[config.mk]
export PLATFORM = sky130hd
export DESIGN_NAME = date_difference_in_days_top
export DESIGN_NICKNAME = d
export VERILOG_FILES = /design/src/sv/dd_pkg.sv /design/src/sv/dd_daynum.sv /design/src/sv/date_difference_in_days_top.sv
export VERILOG_INCLUDE_DIRS = /design/src /design/src/sv
export SDC_FILE = /design/constraint.sdc
export NUM_CORES = 1
export LEC_CHECK = 0
export ABC_AREA = 1
export BUFFER_PORTS_ARGS = -buffer_cell sky130_fd_sc_hd__clkbuf_2
export CAP_MARGIN = 30
export CORE_MARGIN = 10
export CORE_UTILIZATION = 58
export DETAILED_ROUTE_END_ITERATION = 12
export PLACE_DENSITY = 0.72
export SYNTH_ARGS = -nofsm -noshare
export SYNTH_HDL_FRONTEND = slang
export SYNTH_SLANG_ARGS = --single-unit
[constraint.sdc]
create_clock -name clk -period 9.2 [get_ports clk]
set_input_delay 0.46 -clock clk [delete_from_list [all_inputs] [get_ports clk]]
set_output_delay 0.46 -clock clk [all_outputs]
set_load 0.01 [all_outputs]
[src/sv/assert_macros.svh]
// Assertion macros shared by the RTL; they compile to nothing when SYNTH is defined.
`ifndef ASSERT_MACROS_SVH
`define ASSERT_MACROS_SVH
`ifndef SYNTH
// Check a property on every rising edge of clk outside reset.
`define DD_ASSERT(lbl, prop) \
  lbl: assert property (@(posedge clk) disable iff (!rst_n) (prop)) \
    else $error("assertion failed");
// Check that a consequent holds in the cycle after its antecedent.
`define DD_ASSERT_NEXT(lbl, ante, cons) \
  lbl: assert property (@(posedge clk) disable iff (!rst_n) (ante) |=> (cons)) \
    else $error("assertion failed");
`else
`define DD_ASSERT(lbl, prop)
`define DD_ASSERT_NEXT(lbl, ante, cons)
`endif
`endif

[src/sv/dd_pkg.sv]
// Widths, calendar constants and calendar lookup functions for the date difference block.
package dd_pkg;

  localparam int YEAR_W   = 14;
  localparam int MONTH_W  = 4;
  localparam int DAY_W    = 5;
  localparam int DAYNUM_W = 23;
  localparam int DIFF_W   = 23;
  localparam int MONTHS   = 12;

  // Saturation limit on the magnitude of the day count.
  localparam logic signed [DIFF_W+1:0] SAT_LIMIT = 25'sd3652059;

  // Reciprocal for floor(y / 100): (y * DIV100_MUL) >> DIV100_SHIFT, exact for y < 2**14.
  localparam int DIV100_SHIFT = 21;
  localparam logic [14:0] DIV100_MUL = 15'd20972;

  localparam logic [MONTH_W-1:0] FEBRUARY     = 4'd2;
  localparam logic [DAY_W-1:0]   LEAP_FEB_LEN = 5'd29;

  localparam logic [DAY_W-1:0] MONTH_LEN [MONTHS] =
    '{5'd31, 5'd28, 5'd31, 5'd30, 5'd31, 5'd30, 5'd31, 5'd31, 5'd30, 5'd31, 5'd30, 5'd31};
  localparam logic [8:0] DAYS_BEFORE [MONTHS] =
    '{9'd0, 9'd31, 9'd59, 9'd90, 9'd120, 9'd151, 9'd181, 9'd212, 9'd243, 9'd273,
      9'd304, 9'd334};

  // Day number of one date and whether the date is valid.
  typedef struct packed {
    logic [DAYNUM_W-1:0] num;
    logic                ok;
  } dd_daynum_t;

  // True when the month lies in 1..12.
  function automatic logic month_ok(input logic [MONTH_W-1:0] m);
    return (m >= 4'd1) && (m <= 4'd12);
  endfunction

  // Length of a month; zero for a month outside the calendar.
  function automatic logic [DAY_W-1:0] month_len(input logic [MONTH_W-1:0] m,
                                                 input logic leap);
    logic [DAY_W-1:0] len;
    len = '0;
    if (month_ok(m)) begin
      len = MONTH_LEN[m - 4'd1];
    end
    if (m == FEBRUARY && leap) begin
      len = LEAP_FEB_LEN;
    end
    return len;
  endfunction

  // Days in the whole months before month m of a common year.
  function automatic logic [8:0] days_before(input logic [MONTH_W-1:0] m);
    logic [8:0] n;
    n = '0;
    if (month_ok(m)) begin
      n = DAYS_BEFORE[m - 4'd1];
    end
    return n;
  endfunction

endpackage

[src/sv/dd_daynum.sv]
// Three-stage pipeline that turns one date into its day number counted from year 0.
module dd_daynum import dd_pkg::*; (
  input  logic               clk,
  input  logic [YEAR_W-1:0]  year_i,
  input  logic [MONTH_W-1:0] month_i,
  input  logic [DAY_W-1:0]   day_i,
  output dd_daynum_t         res_o
);

  // Stage A: century quotient by reciprocal multiplication.
  logic [YEAR_W+14:0]  prod;
  logic [7:0]          qa_r;
  logic [YEAR_W-1:0]   ya_r;
  logic [MONTH_W-1:0]  ma_r;
  logic [DAY_W-1:0]    da_r;

  assign prod = {15'd0, year_i} * {{YEAR_W{1'b0}}, DIV100_MUL};

  always_ff @(posedge clk) begin
    qa_r <= prod[DIV100_SHIFT+7:DIV100_SHIFT];
    ya_r <= year_i;
    ma_r <= month_i;
    da_r <= day_i;
  end

  // Stage B: leap rule, validity, whole-year days and the small correction terms.
  logic [YEAR_W-1:0]   q100;
  logic                div4, div100, div400, leap;
  logic [12:0]         ceil4;
  logic [7:0]          ceil100;
  logic [5:0]          ceil400;
  logic [DAY_W-1:0]    len;
  logic [13:0]         small_nxt;
  logic [DAYNUM_W-1:0] y365_nxt;
  logic                ok_nxt;
  logic [13:0]         small_r;
  logic [DAYNUM_W-1:0] y365_r;
  logic                okb_r;

  always_comb begin
    q100    = {qa_r, 6'd0} + {1'b0, qa_r, 5'd0} + {4'd0, qa_r, 2'd0};
    div4    = (ya_r[1:0] == 2'd0);
    div100  = (q100 == ya_r);
    div400  = div100 && (qa_r[1:0] == 2'd0);
    leap    = (div4 && !div100) || div400;
    ceil4   = {1'b0, ya_r[YEAR_W-1:2]} + {12'd0, !div4};
    ceil100 = qa_r + {7'd0, !div100};
    ceil400 = qa_r[7:2] + {5'd0, !div400};
    len     = month_len(ma_r, leap);
    ok_nxt  = month_ok(ma_r) && (da_r != '0) && (da_r <= len);
    small_nxt = {1'b0, ceil4} - {6'd0, ceil100} + {8'd0, ceil400}
              + {5'd0, days_before(ma_r)}
              + {13'd0, (leap && ma_r > FEBRUARY)} + {9'd0, da_r};
    y365_nxt = {1'b0, ya_r, 8'd0} + {3'b0, ya_r, 6'd0} + {4'b0, ya_r, 5'd0}
             + {6'b0, ya_r, 3'd0} + {7'b0, ya_r, 2'd0} + {9'b0, ya_r};
  end

  always_ff @(posedge clk) begin
    small_r <= small_nxt;
    y365_r  <= y365_nxt;
    okb_r   <= ok_nxt;
  end

  // Stage C: final day number.
  always_ff @(posedge clk) begin
    res_o.num <= y365_r + {{(DAYNUM_W-14){1'b0}}, small_r};
    res_o.ok  <= okb_r;
  end

endmodule

[src/sv/date_difference_in_days_top.sv]
// A date pair accepted at a clock edge passes through the input registers, the day-number
// stages A, B and C, the difference stage and the output register before out_valid shows it.
// Throughput: one transfer per cycle; busy stays low, so a new date pair may
// follow in every cycle through the six register stages of the pipeline.
// The receiver cannot stall; out_valid marks each result for one cycle.
// Reset (synchronous, rst_n low) clears the valid bits; data registers keep no reset.
`include "assert_macros.svh"
module date_difference_in_days_top import dd_pkg::*; (
  input  logic                     clk,
  input  logic                     rst_n,
  input  logic                     start,
  output logic                     busy,
  input  logic [YEAR_W-1:0]        in_first_year,
  input  logic [MONTH_W-1:0]       in_first_month,
  input  logic [DAY_W-1:0]         in_first_day,
  input  logic [YEAR_W-1:0]        in_second_year,
  input  logic [MONTH_W-1:0]       in_second_month,
  input  logic [DAY_W-1:0]         in_second_day,
  input  logic                     in_include_end_day,
  output logic                     out_valid,
  output logic signed [DIFF_W-1:0] out_days_difference,
  output logic                     out_date_invalid
);

  localparam int DEPTH = 6;
  localparam logic signed [DIFF_W-1:0] DAYS_MAX = SAT_LIMIT[DIFF_W-1:0];

  logic accept;
  assign busy   = 1'b0;
  assign accept = start && !busy;

  // Valid travels with the data through every stage; the include flag as far as the end-day adjustment.
  logic [DEPTH-1:0] vld_r;
  logic [DEPTH-1:0] vld_nxt;
  logic [DEPTH-2:0] inc_r;

  assign vld_nxt = {vld_r[DEPTH-2:0], accept};

  always_ff @(posedge clk) begin
    if (!rst_n) begin
      vld_r <= '0;
    end else begin
      vld_r <= vld_nxt;
    end
  end

  always_ff @(posedge clk) begin
    inc_r <= {inc_r[DEPTH-3:0], in_include_end_day};
  end

  // Input registers.
  logic [YEAR_W-1:0]  y1_r, y2_r;
  logic [MONTH_W-1:0] m1_r, m2_r;
  logic [DAY_W-1:0]   d1_r, d2_r;

  always_ff @(posedge clk) begin
    y1_r <= in_first_year;
    m1_r <= in_first_month;
    d1_r <= in_first_day;
    y2_r <= in_second_year;
    m2_r <= in_second_month;
    d2_r <= in_second_day;
  end

  // Day numbers of both dates.
  dd_daynum_t first_dn, second_dn;

  dd_daynum u_first (
    .clk     (clk),
    .year_i  (y1_r),
    .month_i (m1_r),
    .day_i   (d1_r),
    .res_o   (first_dn)
  );

  dd_daynum u_second (
    .clk     (clk),
    .year_i  (y2_r),
    .month_i (m2_r),
    .day_i   (d2_r),
    .res_o   (second_dn)
  );

  // Difference stage.
  logic signed [DAYNUM_W:0] diff_r;
  logic                     ok_r;

  always_ff @(posedge clk) begin
    diff_r <= $signed({1'b0, second_dn.num}) - $signed({1'b0, first_dn.num});
    ok_r   <= first_dn.ok && second_dn.ok;
  end

  // End-day adjustment, saturation and output register.
  logic signed [DIFF_W+1:0] adj;
  logic signed [DIFF_W+1:0] sat;
  logic signed [DIFF_W-1:0] days_nxt;
  logic signed [DIFF_W-1:0] days_r;
  logic                     inv_r;

  always_comb begin
    adj = $signed({diff_r[DAYNUM_W], diff_r});
    if (inc_r[DEPTH-2]) begin
      if (diff_r < 0) begin
        adj = {diff_r[DAYNUM_W], diff_r} - 25'sd1;
      end else begin
        adj = {diff_r[DAYNUM_W], diff_r} + 25'sd1;
      end
    end
    sat = adj;
    if (adj > SAT_LIMIT) begin
      sat = SAT_LIMIT;
    end else if (adj < -SAT_LIMIT) begin
      sat = -SAT_LIMIT;
    end
    days_nxt = ok_r ? sat[DIFF_W-1:0] : '0;
  end

  always_ff @(posedge clk) begin
    days_r <= days_nxt;
    inv_r  <= !ok_r;
  end

  assign out_valid           = vld_r[DEPTH-1];
  assign out_days_difference = days_r;
  assign out_date_invalid    = inv_r;

  // Checks on the result stream.
  `DD_ASSERT(a_invalid_zero, (out_valid && out_date_invalid) |-> (out_days_difference == '0))
  `DD_ASSERT(a_saturated, out_valid |-> (days_r <= DAYS_MAX && days_r >= -DAYS_MAX))
  `DD_ASSERT(a_latency, accept |-> ##6 out_valid)
  `DD_ASSERT_NEXT(a_no_ghost, !vld_r[DEPTH-2], !out_valid)

endmodule
==> flow_summary.ini <==
[routing]
drc_errors = 0
routed_via_density = 5.25
first_iter_violations = 1070
vias = 19600
drt.antenna.violating_nets = 0
wl_per_cell_um = 15.9
firstDrtPassIters = 5
drt_wl_total_mm = 59.2

[worst_setup_path]
cp_slowest_cell = fa_1
crit_path_start = u_second.qa_r[1]$_DFF_P_
slowest_delay_ns = 0.51
crit_path_max_fanout = 4
cp_data_required_time_ns = 9.65
reg2reg_depth = 33
end_kind = register
cp-start-kind = register
worst-path-buf-inv = 5
reg2reg_to = u_second.small_r[12]$_DFF_P_
cpLargestDelayFamily = adder cells
rrSetupSlack_ns = 1.87
crit_type = register to register
reg2reg_from = u_second.qa_r[1]$_DFF_P_
cp.arrival_ns = 7.79

[die]
die_area_sq_um = 54200
fp.dieH_um = 233
ioPinCount = 76
rows = 77
fp.dieW_um = 233
initial_core_util_pct = 59.0
fp.coreArea_sq_um = 44500

[synthesis]
synth_top_flop_cell = dfxtp_1
synth_top_area_cell = dfxtp_1
ys_warn_count = 0
syn_inst = 2968
yosysMostFrequentCell = inv_1
synth_edf_count = 0
netlist.area_leader.share_pct = 22.3
async_flop_share_pct = 0
ys_seq_elements = 292
synth.avg_cell_area_sq_um = 8.84
syn_nets = 3737
synth_common_cells = inv_1 (574), ha_1 (457), nand2_1 (443), dfxtp_1 (292), fa_1 (262)
ys_top_cells_by_area = dfxtp_1 (22%), ha_1 (22%), fa_1 (20%), inv_1 (8.2%), nand2_1 (6.3%)
syn_area_sq_um = 26200
synth.distinct_cells = 52
ys_seq_area_share_pct = 22.3

[timing]
fin_setup_tns_ns = 0
hold_violations = 0
slew_headroom_pct = 54.9
rsz0062_at_grt = no
finalCriticalPeriod_ns = 7.33
max_freq_mhz = 136
skew_ns = 0.0208
worst_hold_slack_ns = 0.0778
setup_viol = 0
finalCritPeriodShare_pct = 79.7
tightest_slew_ns = 0.673
finalMaxSlewViolations = 0

[grt]
grt_max_degree = 42
grt_overflow = 0
grt_antenna_before_repair = 1
grt_pass1_vias = 20800
grt_usage_pct = 22.6
grt_pass1_wl_mm = 100

[clock_tree]
numCtsBuffers = 35
htree_levels = 2
cts.sinks = 292
cts_root_buffer = clkbuf_16
insertion_delay_ns = 0.56
clk_path_buf_depth = 3
cts_hold_buf = 47
post_cts_buffers = 0
cts_resized = 0
cts.clk_slew.worst_paths_ns = 0.06
cts_tree = built

[layout]
layout.nets = 3886
drive_gt1_share_pct = 5.82
num-fill-cells = 3756
final-seq-area_sq_um = 5850
areaGrowthSynthToFinish_pct = 10.4
fin_util_pct = 65.1
multi_input_area_sq_um = 18200
stdcell_count = 3736

[hold_path]
hold_end = vld_r[0]$_SDFF_PN0_
min_path_type = primary input to register
hold_start = start
hold_depth = 3

[placed_design]
gp_congestion = 0.929
io_buffers = 74
dp_hpwl_mm = 49.0
dp_cells = 3625

[run]
drv_cap = 0

[run_status]
run_status = finished clean
[final cells by class]
type | instances | share of cell area (%)
multi-input combinational | 2089 | 62.7
clock inverter | 24 | 1.05
sequential | 292 | 20.2
timing repair buffer | 124 | 2.98
clock buffer | 39 | 3.11
tap | 592 | 2.56
inverter | 575 | 7.45
antenna | 1 | 0.00864
[registers in the layout, indices dropped and copies added, names as in the netlist, 5 cells and up]
| register | flops |
|---|---|
| u_first.res_o | 24 |
| u_first.y365_r | 23 |
| d2_r | 5 |
| u_second.qa_r | 8 |
| u_second.y365_r | 23 |
| u_second.small_r | 14 |
| y2_r | 14 |
| out_days_difference | 23 |
| u_second.da_r | 5 |
| vld_r | 6 |
| u_first.da_r | 5 |
| u_second.res_o | 24 |
| u_first.ya_r | 14 |
| diff_r | 24 |
| y1_r | 14 |
| d1_r | 5 |
| u_first.small_r | 14 |
| inc_r | 5 |
| u_first.qa_r | 8 |
| u_second.ya_r | 14 |
[cell families after synthesis]
family | share of synthesized area [%]
buf+inv | 8.53
other cells | 0.0143
flops | 22.3
compound gates | 8.63
simple gates | 13.0
xor+xnor | 5.77
fa+ha+maj | 41.8
[stage by stage]
stage / cell area (sq um) / setup slack, ns
global route: 29000 / 1.25
detailed placement: 27300 / 1.88
CTS: 29000 / 1.89
floorplan: 26200 / 2.57
global placement: 27300 / 2.01
finish: 29000 / 1.87
[worst max path at each step]
stage,to,cells after the start
finish,u_second.small_r[12]$_DFF_P_,33
global route,u_second.small_r[13]$_DFF_P_,36
CTS,u_second.small_r[12]$_DFF_P_,33
detailed placement,u_second.small_r[12]$_DFF_P_,33
global placement,u_second.small_r[13]$_DFF_P_,36
floorplan,u_second.small_r[13]$_DFF_P_,36
[worst min-delay path, stage by stage]
cell	delay (ns)
clkbuf_2	0.07
nand2_1	0.04
inv_1	0.04
[layer usage]
layer / up-vias / wire (um) / GRT usage, %
met3: 107 / 2280 / 2.94
met5: - / 0 / 0
met1: 9329 / 26800 / 28.7
met2: 320 / 28300 / 38.7
met4: 0 / 1840 / 8.12
li1: 9853 / - / -
[layout by cell type, fill, tap and decap left out, types with 13 or more instances in the layout]
| cell | instances |
|---|---|
| nand2_1 | 443 |
| fa_1 | 262 |
| o21bai_1 | 13 |
| nor3_1 | 23 |
| inv_1 | 574 |
| a211oi_1 | 17 |
| xor2_1 | 130 |
| nor2_1 | 121 |
| clkbuf_2 | 74 |
| nand4_1 | 24 |
| o21ai_0 | 82 |
| nand3_1 | 127 |
| or2_2 | 19 |
| ha_1 | 457 |
| clkbuf_16 | 35 |
| xnor2_1 | 43 |
| dfxtp_1 | 292 |
| a31oi_1 | 14 |
| dlygate4sd3_1 | 47 |
| a21oi_1 | 208 |
Power is not shown: default switching activity piles up to over one toggle a cycle in this logic, so the estimate is an artifact.
